`config.mk`:
```
export PLATFORM = sky130hd
export DESIGN_NAME = notification_frame_reassembler
export DESIGN_NICKNAME = d
export VERILOG_FILES = /design/src/nfr_pkg.sv /design/src/notification_frame_reassembler.sv /design/src/nfr_front.sv /design/src/nfr_queue.sv /design/src/nfr_back.sv
export SDC_FILE = /design/constraint.sdc
export NUM_CORES = 2
export LEC_CHECK = 0
export ABC_AREA = 1
export BUFFER_PORTS_ARGS = -buffer_cell sky130_fd_sc_hd__buf_2
export CAP_MARGIN = 20
export CORE_ASPECT_RATIO = 1.25
export CORE_MARGIN = 4
export CORE_UTILIZATION = 57
export CTS_BUF_LIST = sky130_fd_sc_hd__clkbuf_4 sky130_fd_sc_hd__clkbuf_8 sky130_fd_sc_hd__clkbuf_16
export DETAILED_ROUTE_END_ITERATION = 12
export GPL_TIMING_DRIVEN = 1
export PLACE_DENSITY = 0.75
export SLEW_MARGIN = 5
export SYNTH_ARGS = -nofsm -noshare
export SYNTH_HDL_FRONTEND = slang
export SYNTH_SLANG_ARGS = --single-unit
```
`constraint.sdc`:
```
create_clock -name clk -period 9.12 [get_ports clk]
set_input_delay 0.912 -clock clk [delete_from_list [all_inputs] [get_ports clk]]
set_output_delay 0.912 -clock clk [all_outputs]
set_load 0.03 [all_outputs]
```
`src/nfr_pkg.sv`:
```
// Package for the notification frame reassembler: payload structs, codes and
// the constants of the frame format. Used by every module under src.
package nfr_pkg;

  // Frame format constants
  localparam logic [7:0] START_BYTE  = 8'h01;
  localparam logic [8:0] CONT_BASE   = 9'd18;
  localparam logic [8:0] CONT_STRIDE = 9'd19;
  localparam logic [7:0] MIN_INDEX   = 8'd2;
  localparam logic [4:0] POS_MAX     = 5'd31;
  localparam logic [8:0] WP_MAX      = 9'd511;
  localparam logic [7:0] CNT_MAX     = 8'd255;
  localparam logic [3:0] MAX_INDEX_RESET = 4'd14;
  localparam int unsigned QDEPTH     = 4;

  typedef enum logic [1:0] {
    ST_COMPLETE  = 2'd0,
    ST_MORE      = 2'd1,
    ST_BAD_INDEX = 2'd2,
    ST_NOT_START = 2'd3
  } status_t;

  typedef enum logic [1:0] {
    KIND_NONE    = 2'd0,
    KIND_START   = 2'd1,
    KIND_CONT    = 2'd2,
    KIND_DISCARD = 2'd3
  } kind_t;

  typedef enum logic [1:0] {
    OP_NONE  = 2'd0,
    OP_WRITE = 2'd1,
    OP_CLEAR = 2'd2,
    OP_READ  = 2'd3
  } op_t;

  typedef struct packed {
    logic       req_type;
    logic [7:0] in_byte;
    logic       frame_last;
    logic [7:0] read_addr;
  } in_item_t;

  typedef struct packed {
    logic       frame_done;
    status_t    status;
    logic [7:0] package_length;
    logic [7:0] received_length;
    logic [7:0] read_data;
  } out_item_t;

  // One classified request on its way from the front to the store
  typedef struct packed {
    op_t        op;
    logic [7:0] addr;
    logic [7:0] data;
    logic       frame_done;
    status_t    status;
    logic [7:0] package_length;
    logic [7:0] received_length;
  } op_rec_t;

endpackage

```
`src/notification_frame_reassembler.sv`:
```
// Notification frame reassembler, top level.
// Channels: requests enter through push/full with in_item (one frame byte or
// one store read each); results leave through empty/pop with out_item, one
// result per request, in request order. max_frame_index is set through
// cfg_we/cfg_wdata; the user must write it only while the block is idle,
// as the block itself does not enforce this. A request is classified as it
// is accepted, written into the queue and then moved to the output register.
// Throughput: one request per cycle while full is low. The front end updates
// the frame state in the cycle it accepts a byte; the back end does one store
// access per cycle (one write or one registered read of the single-port store).
// A four-entry queue between the two and the output register let the sides
// stall apart: with pop held low, five requests are taken before full rises.
// Reset: frame state idle, index limit 14, all store valid bits cleared at
// once, so a read of an unwritten entry returns zero; no clearing pass.
// Store contents are never cleared; a start frame drops all valid bits.
// Depends on nfr_pkg, nfr_front, nfr_queue and nfr_back.
module notification_frame_reassembler #(
  parameter int STORE_BYTES = 256
) (
  input  logic               clk,
  input  logic               rst_n,
  input  logic               push,
  output logic               full,
  input  nfr_pkg::in_item_t  in_item,
  output logic               empty,
  input  logic               pop,
  output nfr_pkg::out_item_t out_item,
  input  logic               cfg_we,
  input  logic [3:0]         cfg_wdata
);

  logic             accept;
  logic             q_empty;
  logic             q_pop;
  nfr_pkg::op_rec_t f_rec;
  nfr_pkg::op_rec_t q_rec;

  assign accept = push && !full;

  nfr_front #(
    .STORE_BYTES(STORE_BYTES)
  ) u_front (
    .clk      (clk),
    .rst_n    (rst_n),
    .accept   (accept),
    .in_item  (in_item),
    .cfg_we   (cfg_we),
    .cfg_wdata(cfg_wdata),
    .rec      (f_rec)
  );

  nfr_queue u_queue (
    .clk   (clk),
    .rst_n (rst_n),
    .wr_en (accept),
    .wr_rec(f_rec),
    .full  (full),
    .rd_en (q_pop),
    .rd_rec(q_rec),
    .empty (q_empty)
  );

  nfr_back #(
    .STORE_BYTES(STORE_BYTES)
  ) u_back (
    .clk     (clk),
    .rst_n   (rst_n),
    .q_empty (q_empty),
    .q_rec   (q_rec),
    .q_pop   (q_pop),
    .empty   (empty),
    .pop     (pop),
    .out_item(out_item)
  );

  // A waiting request moves into an empty output stage at once
  a_fill_output: assert property (@(posedge clk) disable iff (!rst_n)
    (!q_empty && empty) |=> !empty)
    else $error("queued request did not reach the output stage");

  // A request into an idle block passes the queue and the output register
  a_latency: assert property (@(posedge clk) disable iff (!rst_n)
    (accept && q_empty && empty) |-> ##2 !empty)
    else $error("result of a request into an idle block is late");

  // Status is only reported at a frame end
  a_status_at_end: assert property (@(posedge clk) disable iff (!rst_n)
    (!empty && !out_item.frame_done) |-> (out_item.status == nfr_pkg::ST_COMPLETE))
    else $error("status set on a result that ended no frame");

  // The input side only reports full while requests are queued
  a_full_queued: assert property (@(posedge clk) disable iff (!rst_n)
    full |-> !q_empty)
    else $error("full raised with an empty queue");

endmodule

```
`src/nfr_front.sv`:
```
// Front end of the reassembler: frame state machine and classification of
// each request into a store operation plus result fields. Uses nfr_pkg.
module nfr_front #(
  parameter int STORE_BYTES = 256
) (
  input  logic               clk,
  input  logic               rst_n,
  input  logic               accept,
  input  nfr_pkg::in_item_t  in_item,
  input  logic               cfg_we,
  input  logic [3:0]         cfg_wdata,
  output nfr_pkg::op_rec_t   rec
);

  localparam logic [8:0] STORE_LIM = 9'(STORE_BYTES);

  logic [3:0]     max_index_r;
  logic           recv_r, recv_nxt;
  logic [7:0]     exp_r, exp_nxt;
  logic [7:0]     cnt_r, cnt_nxt;
  logic [4:0]     pos_r, pos_nxt;
  nfr_pkg::kind_t kind_r, kind_nxt;
  logic [8:0]     wp_r, wp_nxt;
  logic           take;
  logic [7:0]     b;

  assign b = in_item.in_byte;

  // Hold the index limit
  always_ff @(posedge clk) begin
    if (!rst_n) begin
      max_index_r <= nfr_pkg::MAX_INDEX_RESET;
    end else if (cfg_we) begin
      max_index_r <= cfg_wdata;
    end
  end

  // Frame state register
  always_ff @(posedge clk) begin
    if (!rst_n) begin
      recv_r <= 1'b0;
      exp_r  <= 8'd0;
      cnt_r  <= 8'd0;
      pos_r  <= 5'd0;
      kind_r <= nfr_pkg::KIND_NONE;
      wp_r   <= 9'd0;
    end else begin
      recv_r <= recv_nxt;
      exp_r  <= exp_nxt;
      cnt_r  <= cnt_nxt;
      pos_r  <= pos_nxt;
      kind_r <= kind_nxt;
      wp_r   <= wp_nxt;
    end
  end

  // Classify the request and advance the frame state
  always_comb begin
    recv_nxt = recv_r;
    exp_nxt  = exp_r;
    cnt_nxt  = cnt_r;
    pos_nxt  = pos_r;
    kind_nxt = kind_r;
    wp_nxt   = wp_r;
    take     = 1'b0;
    rec.op              = nfr_pkg::OP_NONE;
    rec.addr            = in_item.read_addr;
    rec.data            = b;
    rec.frame_done      = 1'b0;
    rec.status          = nfr_pkg::ST_COMPLETE;
    if (accept) begin
      if (in_item.req_type) begin
        rec.op = nfr_pkg::OP_READ;
      end else begin
        if (pos_r == 5'd0) begin
          // First byte: start marker or continuation index
          if (!recv_r) begin
            if (b == nfr_pkg::START_BYTE) begin
              kind_nxt = nfr_pkg::KIND_START;
              exp_nxt  = 8'd0;
              cnt_nxt  = 8'd0;
              wp_nxt   = 9'd0;
              rec.op   = nfr_pkg::OP_CLEAR;
            end else begin
              kind_nxt = nfr_pkg::KIND_DISCARD;
            end
          end else if (b < nfr_pkg::MIN_INDEX || b > {4'd0, max_index_r}) begin
            kind_nxt = nfr_pkg::KIND_DISCARD;
          end else begin
            kind_nxt = nfr_pkg::KIND_CONT;
            wp_nxt   = nfr_pkg::CONT_STRIDE * {5'd0, b[3:0]} - nfr_pkg::CONT_BASE
                       - 9'd2;
          end
        end else if (kind_r == nfr_pkg::KIND_START) begin
          if (pos_r == 5'd1) begin
            exp_nxt = ({1'b0, b} > STORE_LIM) ? STORE_LIM[7:0] : b;
          end else begin
            take = 1'b1;
          end
        end else if (kind_r == nfr_pkg::KIND_CONT) begin
          take = (cnt_r < exp_r);
        end

        // Store one payload byte, drop it past the store
        if (take) begin
          if (wp_r < STORE_LIM) begin
            rec.op   = nfr_pkg::OP_WRITE;
            rec.addr = wp_r[7:0];
          end
          if (wp_r != nfr_pkg::WP_MAX) begin
            wp_nxt = wp_r + 9'd1;
          end
          if (cnt_r != nfr_pkg::CNT_MAX) begin
            cnt_nxt = cnt_r + 8'd1;
          end
        end

        if (pos_r != nfr_pkg::POS_MAX) begin
          pos_nxt = pos_r + 5'd1;
        end

        // Close the frame and judge the package
        if (in_item.frame_last) begin
          rec.frame_done = 1'b1;
          if (kind_nxt == nfr_pkg::KIND_DISCARD) begin
            if (recv_r) begin
              recv_nxt   = 1'b0;
              exp_nxt    = 8'd0;
              cnt_nxt    = 8'd0;
              rec.status = nfr_pkg::ST_BAD_INDEX;
            end else begin
              rec.status = nfr_pkg::ST_NOT_START;
            end
          end else if (cnt_nxt < exp_nxt) begin
            recv_nxt   = 1'b1;
            rec.status = nfr_pkg::ST_MORE;
          end else begin
            recv_nxt   = 1'b0;
            rec.status = nfr_pkg::ST_COMPLETE;
          end
          pos_nxt  = 5'd0;
          kind_nxt = nfr_pkg::KIND_NONE;
        end
      end
    end
    rec.package_length  = exp_nxt;
    rec.received_length = cnt_nxt;
  end

endmodule

```
`src/nfr_queue.sv`:
```
// Short queue of classified requests between front and back end.
// Depth from nfr_pkg::QDEPTH; uses nfr_pkg.
module nfr_queue (
  input  logic             clk,
  input  logic             rst_n,
  input  logic             wr_en,
  input  nfr_pkg::op_rec_t wr_rec,
  output logic             full,
  input  logic             rd_en,
  output nfr_pkg::op_rec_t rd_rec,
  output logic             empty
);

  localparam int PW = $clog2(nfr_pkg::QDEPTH);
  localparam logic [PW:0] DEPTH_CNT = (PW + 1)'(nfr_pkg::QDEPTH);

  nfr_pkg::op_rec_t slot_r [nfr_pkg::QDEPTH];
  logic [PW-1:0]    wr_ptr_r;
  logic [PW-1:0]    rd_ptr_r;
  logic [PW:0]      count_r;

  assign full   = (count_r == DEPTH_CNT);
  assign empty  = (count_r == '0);
  assign rd_rec = slot_r[rd_ptr_r];

  // Hold the entries
  always_ff @(posedge clk) begin
    if (wr_en) begin
      slot_r[wr_ptr_r] <= wr_rec;
    end
  end

  // Advance pointers and fill count
  always_ff @(posedge clk) begin
    if (!rst_n) begin
      wr_ptr_r <= '0;
      rd_ptr_r <= '0;
      count_r  <= '0;
    end else begin
      if (wr_en) begin
        wr_ptr_r <= wr_ptr_r + 1'b1;
      end
      if (rd_en) begin
        rd_ptr_r <= rd_ptr_r + 1'b1;
      end
      if (wr_en && !rd_en) begin
        count_r <= count_r + 1'b1;
      end else if (rd_en && !wr_en) begin
        count_r <= count_r - 1'b1;
      end
    end
  end

endmodule

```
`src/nfr_back.sv`:
```
// Back end of the reassembler: package store with per-entry valid bits and
// the output register stage. Uses nfr_pkg.
module nfr_back #(
  parameter int STORE_BYTES = 256
) (
  input  logic               clk,
  input  logic               rst_n,
  input  logic               q_empty,
  input  nfr_pkg::op_rec_t   q_rec,
  output logic               q_pop,
  output logic               empty,
  input  logic               pop,
  output nfr_pkg::out_item_t out_item
);

  localparam int AW = $clog2(STORE_BYTES);
  localparam logic [8:0] STORE_LIM = 9'(STORE_BYTES);

  logic [7:0]       mem [STORE_BYTES];
  logic [STORE_BYTES-1:0] valid_r;
  logic             out_valid_r;
  nfr_pkg::op_rec_t out_rec_r;
  logic [7:0]       rd_data_r;
  logic             rd_ok_r;
  logic [AW-1:0]    idx;
  logic             in_range;

  assign idx      = q_rec.addr[AW-1:0];
  assign in_range = ({1'b0, q_rec.addr} < STORE_LIM);
  assign q_pop    = !q_empty && (!out_valid_r || pop);
  assign empty    = !out_valid_r;

  // Write and read the store
  always_ff @(posedge clk) begin
    if (q_pop && q_rec.op == nfr_pkg::OP_WRITE) begin
      mem[idx] <= q_rec.data;
    end
    if (q_pop) begin
      rd_data_r <= mem[idx];
    end
  end

  // Valid bits: drop all on a start frame, set on write
  always_ff @(posedge clk) begin
    if (!rst_n) begin
      valid_r <= '0;
    end else if (q_pop && q_rec.op == nfr_pkg::OP_CLEAR) begin
      valid_r <= '0;
    end else if (q_pop && q_rec.op == nfr_pkg::OP_WRITE) begin
      valid_r[idx] <= 1'b1;
    end
  end

  // Output stage payload
  always_ff @(posedge clk) begin
    if (q_pop) begin
      out_rec_r <= q_rec;
      rd_ok_r   <= (q_rec.op == nfr_pkg::OP_READ) && in_range && valid_r[idx];
    end
  end

  // Output stage occupancy
  always_ff @(posedge clk) begin
    if (!rst_n) begin
      out_valid_r <= 1'b0;
    end else if (q_pop) begin
      out_valid_r <= 1'b1;
    end else if (pop) begin
      out_valid_r <= 1'b0;
    end
  end

  // Form the result
  always_comb begin
    out_item.frame_done      = out_rec_r.frame_done;
    out_item.status          = out_rec_r.status;
    out_item.package_length  = out_rec_r.package_length;
    out_item.received_length = out_rec_r.received_length;
    out_item.read_data       = rd_ok_r ? rd_data_r : 8'h00;
  end

endmodule

```
======== After elaboration in Yosys (flattened, before gate mapping) ========
Memory sizes are Yosys's and may differ from the RTL's. A register that Yosys moved wholly into a read port is not among the register bits.
Index checks and enable logic that the tools add are counted.
storage, ports and cells
  memory bits (writable) .................. 2,196
  memories ................................ 2
  bits of input ports ..................... 27
  output and inout bits ................... 29
  word-level logic and storage cells ...... 153
  flip-flop bits (word level) ............. 321
operators by class
  reduce and logical (&&, ||, !) cells .... 24
  muxes and demuxes ....................... 77
  $mul .................................... 1
  order comparisons ....................... 8
  equality and inequality tests ........... 12
  bitwise gates (word level) .............. 3
  add/subtract/negate cells ............... 9
memories
  name            depth  bits a word  rd ports  clocked after Yosys merged registers in  wr ports  line             text
  u_back.mem      256    8            1         1                                        1         nfr_back.sv:19   logic [7:0] mem [STORE_BYTES];
  u_queue.slot_r  4      37           1         1                                        1         nfr_queue.sv:17  nfr_pkg::op_rec_t slot_r [nfr_pkg::QDEPTH];
operators by type and width
  cell                                                                                 number
  256-bit OR                                                                           1
  8-bit two-way mux                                                                    27
  9-bit two-way mux                                                                    6
  10-bit two-way mux                                                                   3
  2-bit two-way mux                                                                    13
  1-bit two-way mux                                                                    19
  8-bit less-than comparator                                                           2
  3-bit two-way mux                                                                    5
  5-bit two-way mux                                                                    2
  9-bit by 1-bit adder with 9-bit output, second input constant                        1
  8-bit by 9-bit > comparator with 1-bit output, second input constant                 1
  8-bit by 9-bit less-than comparator with 1-bit output, second input constant         1
  9-bit less-than comparator, second input constant                                    1
  5-bit by 4-bit multiplier with 9-bit output, first input constant                    1
  9-bit != test, second input constant                                                 1
  9-bit by 2-bit subtractor with 9-bit output, second input constant                   1
  9-bit by 5-bit subtractor with 9-bit output, second input constant                   1
  8-bit by 1-bit adder with 8-bit output, second input constant                        1
  1-bit binary-select mux with 8-bit select                                            1
  1-bit demux with 8-bit select                                                        1
  2-bit equality test, second input constant                                           4
  8-bit by 1-bit equality test with 1-bit output, second input constant                1
  8-bit by 1-bit greater-or-equal comparator with 1-bit output, second input constant  1
  8-bit by 4-bit > comparator with 1-bit output                                        1
  20 further kinds                                                                     38

======== Logic depth before layout (Yosys ltp) ========
  depth after elaboration ................. 15
  gate-level depth with buffers ........... 24

======== Cells and area by module ========
Synthesis repeated with hierarchy kept, for this count alone.
second synthesis, totals
  cells, all modules ...................... 8,361
  area total of the unflattened synthesis .. 99,020.0 sq um
modules (own cells, without submodules)
  module                          area each (sq um)  times used  cells each  sequential area each (sq um)
  nfr_back                        89,666.0           1           7,420       67,484.7
  nfr_queue                       5,930.7            1           416         4,624.4
  nfr_front                       3,413.3            1           523         740.7
  notification_frame_reassembler  10.0               1           2           0.0

======== Worst setup path before layout ========
Ideal clock, no wire load.
  path kind ............................... reg-to-reg
  start point ............................. reg (tool-made name)
  end point ............................... mem u_back.mem[0][5] (data pin)
  path buffers ............................ 4
  setup slack ............................. -0.580 ns
  arrival ................................. 8.114 ns
  clock period less this slack ............ 9.700 ns
  cell stages (with the launch flop) ...... 7
  cell sequence ........................... dfxtp_1 buf_6 buf_4 buf_2 clkbuf_1 nor2_1 o22ai_1
RTL lines
  element           line
  end: declaration  nfr_back.sv:19

==> key figures <==
GRT
  – First-pass GRT wire length: ~430 mm
  – Vias in the first global route: about 71000
  – Total Routing Usage GR: 30.1%
  – Grt ovf: 0
  – Initial antenna violation count: 11
  – Pin count of the biggest net entering global routing: around 210

Place
  – Post-place setup slack: about 3.5 ns
  – Port bufs: 55
  – Dpl hpwl: 167 mm
  – RD Place Congestion: ~0.92
  – Placed Cells: 12000

Drt
  – Final WL: between 200 and 300 mm
  – Routed wire length per instance: about 23 um
  – DRC Markers: 0
  – ANT nets after route: 0
  – DRT Pass-1 Iters: 6
  – Initial drt markers: 9900
  – Vias: between 70000 and 80000
  – Detailed-route vias per instance: between 5 and 6

Timing
  – Final WS setup: 3.25 ns
  – Final hold slack: roughly 0.25 ns
  – Fin. Hold Viols: 0
  – Max-slew violation count: 0
  – Fin crit share: between 60% and 70%
  – Endpoints failing setup: 0
  – Min cycle time layout: 5.87 ns
  – Unrepaired setup endpoints after global routing: no
  – Highest clock rate: around 170 MHz
  – Fin Clk Skew: roughly 0.037 ns
  – Setup TNS Final: 0 ns
  – Actual slew at the worst max-slew pin: between 1 and 1.5 ns
  – Max transition margin: approximately 15%

Yosys
  – Commonest cells in the netlist: nand2_1, edfxtp_1, nor2_1
  – Seq cells post-synth: roughly 2500
  – Post-synth top area cell: edfxtp_1
  – Synthesized area per cell: 10.4 um^2
  – Netlist cell types: 43
  – Fraction of registers with async set or reset after synthesis: 0%
  – Syn Inst Count: 10000
  – Sequential share of the synthesized area: a little over two thirds
  – Most frequent cell after synthesis: nand2_1
  – Top post-synthesis cells by area: edfxtp_1, nand2_1, dfxtp_1
  – Synth top area share: about 64%
  – Syn_nets: a little over 10000
  – Post-synthesis instance area: approximately 100000 um^2
  – Synth warn: 0
  – EDFF count, synth: around 2200
  – Dominant synthesized flop cell: edfxtp_1

Clock tree
  – Cts bufs inserted: about 220
  – CTS tree: built
  – Clock Tree Root: clkbuf_16
  – Clock sink total: ~2500
  – Clk slew on worst S/H paths: 0.07 ns
  – Longest Clk Path Bufs: 3
  – Clock Latency Late Sink: about 0.89 ns
  – CTS-repair resized insts: 0
  – CTS Hold Bufs: 0
  – Post-CTS setup buffer count: 0
  – H-tree Lvls: 4

Layout
  – Storage cell area: 72900 um^2
  – Layout cells sized above 1: 8.23%
  – Layout fillers: between 10000 and 15000
  – Nets: 9948
  – Area Overhead vs Synth: 9.53%
  – Final Non-Filler Cells: approximately 12000
  – Footprint of the multi-input gates: between 20000 and 30000 um^2
  – Final core utilization: ~63%

Floorplanning
  – Die Height: ~490 um
  – Initial Util: between 50% and 60%
  – Core Area: roughly 180000 um^2
  – Rows: 175
  – I/O Pins: 56
  – Chip width: 390 um
  – Die ar.: roughly 190000 um^2

Worst setup path
  – Required time of the critical path: approximately 9.7 ns
  – Critical path endpoint category: flop
  – Worst EP arrival: ~6.5 ns
  – Startpoint Class: flop
  – Setup Crit Path Kind: flop to flop
  – R2r setup slk: roughly 3.2 ns
  – Max FO, Critical Path: 84

Power and ir drop
  – P per Cell Area: between 300 and 400 nW/um^2
  – P_leak: approximately 0.044 uW
  – Peak VDD IR: 389 uV

Flow run
  – Max-Cap Viols: 0

Hold path
  – Worst min path class: primary input to flop

Status
  – Status: finished, final reports clean
==> stage by stage <==
step           power, uW  area, um^2
2_1_floorplan      25000      104000
3_3_place_gp       30300      106000
3_5_place_dp       30600      106000
4_1_cts            40000      114000
5_1_grt            42000      114000
6_report           40400      114000
==> cell type report <==
type | instances | area share (%)
antenna | 8 | 0.0175
clock buffer | 336 | 5.88
clock inverter | 89 | 0.721
inverter | 429 | 1.44
multi-input combinational | 6534 | 24.3
sequential | 2527 | 63.8
tap | 2389 | 2.62
timing repair buffer | 159 | 1.18
==> cells in the final DEF, fill, tap and decap left out, drive strengths merged <==
master and n:
a211oi 5, a21oi 345, a31oi 6, a32oi 4
and2 5, buf 158, bufinv 9, clkbuf 337
clkinv 70, clkinvlp 4, dfxtp 303, diode 8
edfxtp 2224, fa 2, ha 46, inv 435
nand2 4627, nand3 253, nand4 68, nor2 603
nor3 8, nor4 1, o2111ai 1, o211ai 4
o21ai 386, o21ba 108, o21bai 1, o22ai 38
or2 11, xnor2 4, xor2 8
==> layer usage <==
| metal | GRT usage (%) | up-vias | part of all wire (%) |
|---|---|---|---|
| li1 | - | 32800 | - |
| met1 | 38.7 | 34800 | 36 |
| met2 | 47.5 | 4540 | 47 |
| met3 | 6.84 | 982 | 11 |
| met4 | 17.2 | 10 | 6.3 |
| met5 | 0 | - | 0.031 |
==> worst max-delay path: stages, from the launching register on <==
cell and delay [ns]:
dfxtp_2 0.35, buf_4 0.59, o21ai_0 0.21, nand2_1 0.21
nand2_8 0.36, nand2_4 0.61, clkinv_8 0.56, buf_12 0.43
buf_4 0.44, nand2_1 0.15, nand2_1 0.06, o21ai_1 0.13
nand2_1 0.07, o21ai_0 0.54, nand3_1 0.17, nor2_1 0.36
nand3_1 0.13
==> power by group <==
group          internal [uW]  total [uW]  switching [uW]
Combinational           3380       16000           12600
Sequential             14800       14900            79.5
Clock                   5370        9580            4210
Total                  23500       40400           16900
==> flip-flops by register name, indices dropped and copies added (netlist names), 5 cells and up, named ones only <==
register,count
u_back.mem,2048
u_back.valid_r,256
u_queue.slot_r,148
u_back.out_item,19
u_front.wp_r,9
u_back.rd_data_r,8
u_front.cnt_r,8
u_front.exp_r,8
u_front.pos_r,5
==> cell families after synthesis <==
| family | share of synthesized area, % |
|---|---|
| buffers and inverters | 3.70 |
| AND/OR/NAND/NOR | 20.7 |
| flip-flops | 69.9 |
| XOR/XNOR | 0.101 |
| AO/OA/AOI/OAI | 4.94 |
| adder cells (fa/ha/maj) | 0.591 |
==> final timing paths <==
check,start,end,cells after the start
setup reg to reg,flop,u_back.rd_data_r[1],16
hold / removal,cfg_wdata[3],u_front.max_index_r[3],3
setup / recovery,flop,u_back.rd_data_r[1],16
hold reg to reg,u_back.valid_r[214],u_back.valid_r[214],2
Note: power is estimated with default switching activity, not from simulation.
